## src/hdl/lnp_pkg.sv

```systemverilog
package lnp_pkg;

	localparam int MAX_SLOTS = 64;
	localparam int FRAC_BITS = 15;

	localparam int SLOT_W   = (MAX_SLOTS > 1) ? $clog2(MAX_SLOTS) : 1;
	localparam int CNT_W    = $clog2(MAX_SLOTS + 1);
	localparam int TAU_W    = 31;
	localparam int REFR_W   = 16;
	// Magnitude of (rest - v) scaled by 2^FRAC_BITS.
	localparam int DVD_W    = 33 + FRAC_BITS;
	localparam int DIVCNT_W = $clog2(DVD_W + 1);
	localparam int SUM_W    = DVD_W + 3;

	typedef enum logic [1:0] {
		K_BIRTH = 2'd0,
		K_DEATH = 2'd1,
		K_ADD   = 2'd2,
		K_TICK  = 2'd3
	} kind_t;

	typedef enum logic [2:0] {
		RK_BORN  = 3'd0,
		RK_FULL  = 3'd1,
		RK_DIED  = 3'd2,
		RK_MISS  = 3'd3,
		RK_SPIKE = 3'd4
	} rkind_t;

	typedef enum logic [2:0] {
		CFG_THR  = 3'd0,
		CFG_RST  = 3'd1,
		CFG_REST = 3'd2,
		CFG_BIAS = 3'd3,
		CFG_TAU  = 3'd4,
		CFG_REFR = 3'd5
	} cfg_idx_t;

	typedef struct packed {
		logic [31:0]        id;
		logic signed [31:0] v;
		logic [REFR_W-1:0]  refr;
		logic signed [31:0] acc;
		logic [31:0]        spk;
		logic [31:0]        lft;
	} entry_t;

	localparam int ENTRY_W = $bits(entry_t);

	typedef enum logic [3:0] {
		S_IDLE,
		S_BIRTH,
		S_WALK_RD,
		S_WALK_CHK,
		S_DEATH_END,
		S_TICK_RD,
		S_TICK_CHK,
		S_DIV,
		S_UPD,
		S_FLUSH
	} state_t;

	typedef struct packed {
		logic latch;
		logic birth;
		logic chk_find;
		logic remove;
		logic emit;
		logic tick_ref;
		logic div_start;
		logic tick_upd;
		logic flush;
		logic rot;
	} cmd_t;

	typedef struct packed {
		kind_t kind;
		logic  full;
		logic  walk_done;
		logic  refr_nz;
		logic  tau_zero;
		logic  div_busy;
		logic  fire;
		logic  pend_valid;
		logic  out_free;
		logic  found;
	} sts_t;

endpackage

```

## src/hdl/lnp_ctrl.sv

```systemverilog
module lnp_ctrl
	import lnp_pkg::*;
(
	input  logic       clk,
	input  logic       arst_n,
	input  logic       in_valid,
	input  logic [1:0] kind,
	output logic       in_stall,
	input  sts_t       sts,
	output cmd_t       cmd
);

	state_t state_q, state_d;

	always_ff @(posedge clk or negedge arst_n) begin
		if (!arst_n) begin
			state_q <= S_IDLE;
		end else begin
			state_q <= state_d;
		end
	end

	always_comb begin
		state_d  = state_q;
		cmd      = '0;
		in_stall = 1'b1;
		case (state_q)
			S_IDLE: begin
				in_stall = 1'b0;
				if (in_valid) begin
					cmd.latch = 1'b1;
					case (kind_t'(kind))
						K_BIRTH: state_d = S_BIRTH;
						K_TICK:  state_d = S_TICK_RD;
						default: state_d = S_WALK_RD;
					endcase
				end
			end
			S_BIRTH: begin
				if (sts.out_free) begin
					cmd.emit  = 1'b1;
					cmd.birth = !sts.full;
					state_d   = S_IDLE;
				end
			end
			S_WALK_RD: begin
				if (sts.walk_done) begin
					state_d = (sts.kind == K_DEATH) ? S_DEATH_END : S_IDLE;
				end else begin
					state_d = S_WALK_CHK;
				end
			end
			S_WALK_CHK: begin
				cmd.chk_find = 1'b1;
				cmd.rot      = 1'b1;
				state_d      = S_WALK_RD;
			end
			S_DEATH_END: begin
				if (sts.out_free) begin
					cmd.emit   = 1'b1;
					cmd.remove = sts.found;
					state_d    = S_IDLE;
				end
			end
			S_TICK_RD: begin
				state_d = sts.walk_done ? S_FLUSH : S_TICK_CHK;
			end
			S_TICK_CHK: begin
				if (sts.refr_nz) begin
					cmd.tick_ref = 1'b1;
					cmd.rot      = 1'b1;
					state_d      = S_TICK_RD;
				end else begin
					cmd.div_start = 1'b1;
					state_d       = sts.tau_zero ? S_UPD : S_DIV;
				end
			end
			S_DIV: begin
				if (!sts.div_busy) begin
					state_d = S_UPD;
				end
			end
			S_UPD: begin
				if (!(sts.fire && sts.pend_valid) || sts.out_free) begin
					cmd.tick_upd = 1'b1;
					cmd.rot      = 1'b1;
					state_d      = S_TICK_RD;
				end
			end
			S_FLUSH: begin
				if (!sts.pend_valid) begin
					state_d = S_IDLE;
				end else if (sts.out_free) begin
					cmd.flush = 1'b1;
					state_d   = S_IDLE;
				end
			end
			default: state_d = S_IDLE;
		endcase
	end

endmodule

```

## config.mk

```make
export PLATFORM = sky130hd
export DESIGN_NAME = lnp_ctrl
export DESIGN_NICKNAME = d
export VERILOG_FILES = /design/src/hdl/lnp_pkg.sv /design/src/hdl/lnp_ctrl.sv
export SDC_FILE = /design/constraint.sdc
export NUM_CORES = 1
export LEC_CHECK = 0
export BUFFER_PORTS_ARGS = -buffer_cell sky130_fd_sc_hd__buf_2
export CAP_MARGIN = 10
export CORE_AREA = 2 2 39 41
export DETAILED_ROUTE_END_ITERATION = 16
export DIE_AREA = 0 0 41 43
export MAX_ROUTING_LAYER = met4
export PLACE_DENSITY = 0.82
export RECOVER_POWER = 50
export SETUP_SLACK_MARGIN = 0.3
export SLEW_MARGIN = 20
export SYNTH_ARGS = -nofsm -noshare
export SYNTH_HDL_FRONTEND = slang
export SYNTH_SLANG_ARGS = --single-unit
```

## constraint.sdc

```tcl
create_clock -name clk -period 1.8 [get_ports clk]
set_input_delay 0.36 -clock clk [delete_from_list [all_inputs] [get_ports clk]]
set_output_delay 0.36 -clock clk [all_outputs]
set_load 0.02 [all_outputs]
```

==> flow_metrics.py, run 1 <==
metrics = {
    "timing": {
        "max_slew.worst_pin.slew_ns": 0.482,
        "setup_viol": 2,
        "fin_skew_ns": 0.00578,
        "timing.fmax_mhz": 544,
        "rsz0062_at_grt": "yes",
        "min_period_ns": 1.84,
        "relSlewSlack": 0.675,
        "worst_slack_ns": -0.0388,
        "hold_viol": 0,
        "slew_violations": 0,
        "period_share": 1.02,
    },
    "setup_path": {
        "critical_path.top_delay_family": "simple AND/OR/NAND/NOR gates",
        "cp_max_fo": 4,
        "cp.arrival_ns": 1.48,
        "reg2reg_from": "state_q[2]$_DFFE_PN0P_",
        "end_kind": "output pin",
        "r2r_end": "state_q[1]$_DFFE_PN0P_",
        "start_kind": "register",
        "crit_chain": "buf_4 -> nor4b_4 -> and2_4 -> or3_4 -> buf_6",
        "slowest_delay_ns": 0.41,
        "path_class": "register to output pin",
        "cp_data_required_time_ns": 1.44,
        "cp_slowest_cell": "dfrtp_1",
        "r2r_slack_ns": 0.17,
        "crit_buf_inv": 2,
        "ff2ff_path_depth": 7,
    },
    "clock_network": {
        "clockBufferDepth": 2,
        "cts_max_level": 1,
        "clock-sinks": 4,
        "cts_tree": "done",
        "cts.clk_slew.worst_paths_ns": 0.04,
        "cts_buffers": 3,
        "insertion_delay_ns": 0.23,
        "cts_root_buffer": "clkbuf_4",
    },
    "floorplan": {
        "num_rows": 14,
        "start_util": 0.420,
        "die_h_um": 43,
        "fp.dieArea_mm2": 0.00176,
        "dieWidth_um": 41,
        "core-area_mm2": 0.00138,
        "num_io_pins": 27,
    },
    "yosys": {
        "synth.distinct_cells": 40,
        "synth_nets": 92,
        "synth-main-ff-cell": "dfrtp_1",
        "synth_warnings": 0,
        "yosysSeqAreaShare": 0.172,
        "netlist_area_um2": 582,
        "synth-edff-count": 0,
        "ys_seq_elements": 4,
        "async_flop_share": 1.00,
        "netlist_instances": 75,
        "syn_avg_cell_area_um2": 7.76,
    },
    "final_layout": {
        "largest_reg_flops": 4,
        "nets": 138,
        "area_growth_pct": 62.8,
        "utilization": 0.684,
        "layout_commonest_cell": "buf_2",
        "layout_common_cells": "buf_2, buf_4, buf_6, nor2_1, nand2_1",
        "final_design_area_no_fill_um2": 947,
        "final_layout_size_suffix_gt1_frac": 0.521,
        "max_flop_register": "state_q",
        "fillers": 103,
        "largest_registers": "state_q (4)",
        "antennaDiodeCount": 0,
    },
    "route": {
        "viasPerCell": 5.48,
        "ant_nets": 0,
        "drt-pass1-iter-count": 4,
        "drc": 0,
        "first_iter_violations": 13,
        "num_vias": 740,
        "drt-total-wl_um": 1740,
        "wire_per_inst_um": 12.9,
    },
    "hold_path": {
        "min_from": "sts[5]",
        "holdPathStages": 3,
        "worstHoldPathType": "input pin to register",
        "hold_end": "state_q[1]$_DFFE_PN0P_",
    },
    "global_routing": {
        "grt_max_degree": 13,
        "track_usage": 0.220,
        "overflow": 0,
        "grt_antenna_before_repair": 0,
        "grt_first_pass_wirelength_um": 2640,
        "grt_pass1_vias": 658,
    },
    "place": {
        "routabilityCongestion": 0.904,
        "place_area_um2": 756,
        "place_hpwl_um": 1240,
        "io_buffers": 26,
        "preCtsSetupSlack_ns": 0.0922,
    },
    "pwr": {
        "powerDensity_mw_per_mm2": 1250,
        "leakagePower_nw": 0.437,
        "ir_drop_uv": 503,
    },
    "outcome": {
        "failed_checks": "setup timing",
        "outcome": "finished with violations",
    },
    "job": {
        "cap_violations": 0,
    },
}
==> what timing repair did <==
item                                    CTS  global route
hold buffers                              1             0
pin swaps                                 6             7
setup buffers                             8             3
gates resized for setup                  15             9
endpoints found under the setup margin   11            15
endpoints found under the hold margin     4             0
==> layer usage <==
metal	vias to the layer above	track usage	routed length (um)
met5	-	-	0
met4	0	0.0600	10
met3	2	0.0157	61
met2	18	0.394	984
met1	352	0.243	688
li1	368	-	-
==> how the worst max path moves through the flow <==
stage	start	to	depth (start not counted)
after global routing	state_q[3]$_DFFE_PN0P_	cmd[1]	5
after detailed placement	sts[1]	cmd[0]	5
after CTS	state_q[0]$_DFFE_PN0P_	cmd[0]	4
final	state_q[2]$_DFFE_PN0P_	cmd[0]	5
after floorplan	state_q[1]$_DFFE_PN0P_	cmd[5]	4
after global placement	sts[1]	cmd[0]	5
==> stage by stage <==
step / TNS [ns] / std cells / hold WS, ns / total power, mW
global placement: 0 / 120 / 0.165 / 0.850
global route: -0.387 / 135 / 0.473 / 1.28
floorplan: 0 / 75 / 0.0644 / 0.687
detailed placement: 0 / 120 / 0.166 / 0.868
finish: -0.0587 / 135 / 0.471 / 1.18
CTS: -0.0955 / 132 / 0.447 / 1.11
==> worst register-to-register path: cells and delay by family, from the launching register on <==
kind            cells  cell delay [ns]
compound gates      2             0.57
buf+inv             3             0.38
flops               1             0.41
simple gates        2             0.14
==> final cells by class <==
| type | count | area, um2 | area share |
|---|---|---|---|
| inverter | 2 | 7.51 | 0.00793 |
| sequential | 4 | 100 | 0.106 |
| timing repair buffer | 47 | 339 | 0.358 |
| clock buffer | 3 | 22.5 | 0.0238 |
| tap | 16 | 20.0 | 0.0211 |
| multi-input combinational | 63 | 458 | 0.483 |
==> report_power, final <==
part           leakage (nW)  switching (mW)  total (mW)  internal (mW)
clock network        0.0138          0.0333       0.108         0.0743
logic                 0.372           0.470       0.916          0.446
registers            0.0519          0.0353       0.160          0.125
==> cells in the mapped netlist (all sizes together) (2+ instances only) <==
master,n,area share
dfrtp,4,0.17
nor4b,2,0.052
and3,2,0.022
nor3,5,0.043
or2b,2,0.026
nand2b,4,0.043
nand3b,2,0.026
a21oi,3,0.026
buf,6,0.095
nand2,6,0.039
nor2,7,0.045
inv,2,0.013
o211ai,2,0.026
and2,2,0.026
o21ai,6,0.058
==> cells by family after synthesis <==
kind of cell / synth area share
simple gates: 0.449
compound gates: 0.217
buf+inv: 0.108
flops: 0.172
xor+xnor: 0.0151
mux: 0.0172
fa+ha+maj: 0.0215
Note: power is estimated with default switching activity, not from simulation.
==> run 2, diff against run 1 <==
==> constraint.sdc (replaced) <==
create_clock -name clk -period 2.26 [get_ports clk]
set_input_delay 0.452 -clock clk [delete_from_list [all_inputs] [get_ports clk]]
set_output_delay 0.452 -clock clk [all_outputs]
set_load 0.02 [all_outputs]
==> run 2 against run 1 <==
  * The run now ends clean
  * Global-route usage is 4.5 points lower
  * Sequential share of layout area is 2.7 points higher
  * Critical path depth is 1 lower
  * Core utilization is 13 points lower
  * Largest cell class unchanged
  * Clock skew is 0.0025 ns lower
==> flow_metrics.py, run 2 (synthesized netlist as in run 1, its figures left out) <==
metrics = {
    "route": {
        "drt-pass1-iter-count": 2,
        "viasPerCell": 5.52,
        "first_iter_violations": 9,
        "num_vias": 662,
        "wire_per_inst_um": 11.9,
        "drt-total-wl_um": 1430,
        "ant_nets": 0,
        "drc": 0,
    },
    "setup_path": {
        "critical_path.top_delay_family": "simple AND/OR/NAND/NOR gates",
        "crit_buf_inv": 1,
        "reg2reg_from": "state_q[2]$_DFFE_PN0P_",
        "slowest_delay_ns": 0.44,
        "worstSetupStartpoint": "state_q[2]$_DFFE_PN0P_",
        "start_kind": "register",
        "path_class": "register to output pin",
        "cp_num_cells": 4,
        "cp_slowest_cell": "dfrtp_1",
        "cp_data_required_time_ns": 1.81,
        "cp.arrival_ns": 1.53,
        "ff2ff_path_depth": 5,
        "cp_max_fo": 6,
        "crit_chain": "and4bb_4 -> and2_4 -> or3_4 -> buf_6",
        "end_kind": "output pin",
    },
    "place": {
        "routabilityCongestion": 0.900,
        "preCtsSetupSlack_ns": 0.376,
        "dp.cells": 114,
        "io_buffers": 26,
        "place_hpwl_um": 1060,
    },
    "clock_network": {
        "cts_tree": "done",
        "clockBufferDepth": 2,
        "cts.clk_slew.worst_paths_ns": 0.04,
        "insertion_delay_ns": 0.23,
        "clock-sinks": 4,
        "cts_root_buffer": "clkbuf_4",
        "cts_max_level": 1,
        "cts_buffers": 3,
        "cts_hold_buf": 0,
    },
    "final_layout": {
        "max_flop_register": "state_q",
        "area_growth_pct": 31.0,
        "nets": 123,
        "largest_reg_flops": 4,
        "largest_registers": "state_q (4)",
        "layout_commonest_cell": "buf_2",
        "final_layout_size_suffix_gt1_frac": 0.404,
        "antennaDiodeCount": 0,
        "layout_common_cells": "buf_2, nor2_1, nand2_1, buf_4",
        "fin_cells": 120,
    },
    "global_routing": {
        "grt_first_pass_wirelength_um": 2130,
        "grt_pass1_vias": 539,
        "track_usage": 0.175,
        "grt_max_degree": 17,
        "overflow": 0,
        "grt_antenna_before_repair": 0,
    },
    "floorplan": {
        "start_util": 0.420,
        "core-area_mm2": 0.00138,
        "num_io_pins": 27,
        "fp.dieArea_mm2": 0.00176,
        "num_rows": 14,
        "dieWidth_um": 41,
        "die_h_um": 43,
    },
    "timing": {
        "slew_violations": 0,
        "worst_slack_ns": 0.282,
        "timing.fmax_mhz": 506,
        "relSlewSlack": 0.743,
        "setup_viol": 0,
        "rsz0062_at_grt": "yes",
        "period_share": 0.875,
        "fin_setup_tns_ns": 0,
        "hold_viol": 0,
        "fin_skew_ns": 0.00330,
        "min_period_ns": 1.98,
        "max_slew.worst_pin.slew_ns": 0.381,
    },
    "hold_path": {
        "worstHoldPathType": "input pin to asynchronous set/reset pin",
    },
    "pwr": {
        "ir_drop_uv": 295,
        "powerDensity_mw_per_mm2": 998,
        "leakagePower_nw": 0.343,
    },
    "outcome": {
        "outcome": "finished clean",
    },
    "job": {
        "cap_violations": 0,
    },
}
-- run 2: cell count changes in the layout (fill, tap and decap cells not counted), moves of 2 or more --
cell / change
buf_4: -10
clkbuf_1: +2
o21ai_0: +2
o21ai_1: -2
buf_6: -8
buf_2: +2
-- run 2: final timing paths --
kind / slack [ns] / endpoint
worst max-delay path: 0.28 / cmd[0]
worst min-delay path: 0.04 / state_q[1]$_DFFE_PN0P_
worst max register to register: 0.85 / state_q[1]$_DFFE_PN0P_
worst min register to register: 0.72 / state_q[3]$_DFFE_PN0P_
max in group asynchronous: 2.03 / state_q[3]$_DFFE_PN0P_
min in group clk: 0.52 / state_q[1]$_DFFE_PN0P_
-- run 2: power by group --
part / internal, mW / switching, mW / leakage, nW / total (mW)
logic: 0.231 / 0.304 / 0.279 / 0.535
clock network: 0.0593 / 0.0273 / 0.0138 / 0.0866
registers: 0.0998 / 0.0386 / 0.0502 / 0.138
-- run 2: area by class of cell --
| cell class | count | area (um2) |
|---|---|---|
| Tap cell | 16 | 20.0 |
| Clock buffer | 3 | 22.5 |
| Timing Repair Buffer | 32 | 181 |
| Sequential cell | 4 | 101 |
| Inverter | 2 | 7.51 |
| Fill cell | 135 | 622 |
| Multi-Input combinational cell | 63 | 429 |
-- run 2: worst register-to-register path, stage by stage (launching register included) --
cell and delay (ns):
dfrtp_1 0.44, buf_4 0.20, nand2_1 0.09, nor2_1 0.04
o311ai_0 0.38, a21oi_1 0.11
-- run 2: through the flow --
stage	hold WS [ns]	power (mW)	area [um2]	util
floorplan	0.156	0.537	582	-
global placement	0.256	0.617	699	0.505
detailed placement	0.259	0.624	699	0.505
CTS	0.0100	0.751	748	0.541
global route	0.0439	0.826	762	0.551
finish	0.0386	0.760	762	0.551
-- run 2: repair_timing --
action	CTS	global route
pin swaps	0	2
buffers inserted	3	0
endpoints found under the setup margin	1	2
resized for setup	3	6
-- run 2: routing by layer --
layer / vias up / wire length, um / global-route usage
met5: - / 0 / -
met4: 0 / 8 / 0.0533
met3: 2 / 53 / 0.0419
met2: 12 / 763 / 0.288
met1: 310 / 600 / 0.200
li1: 338 / - / -
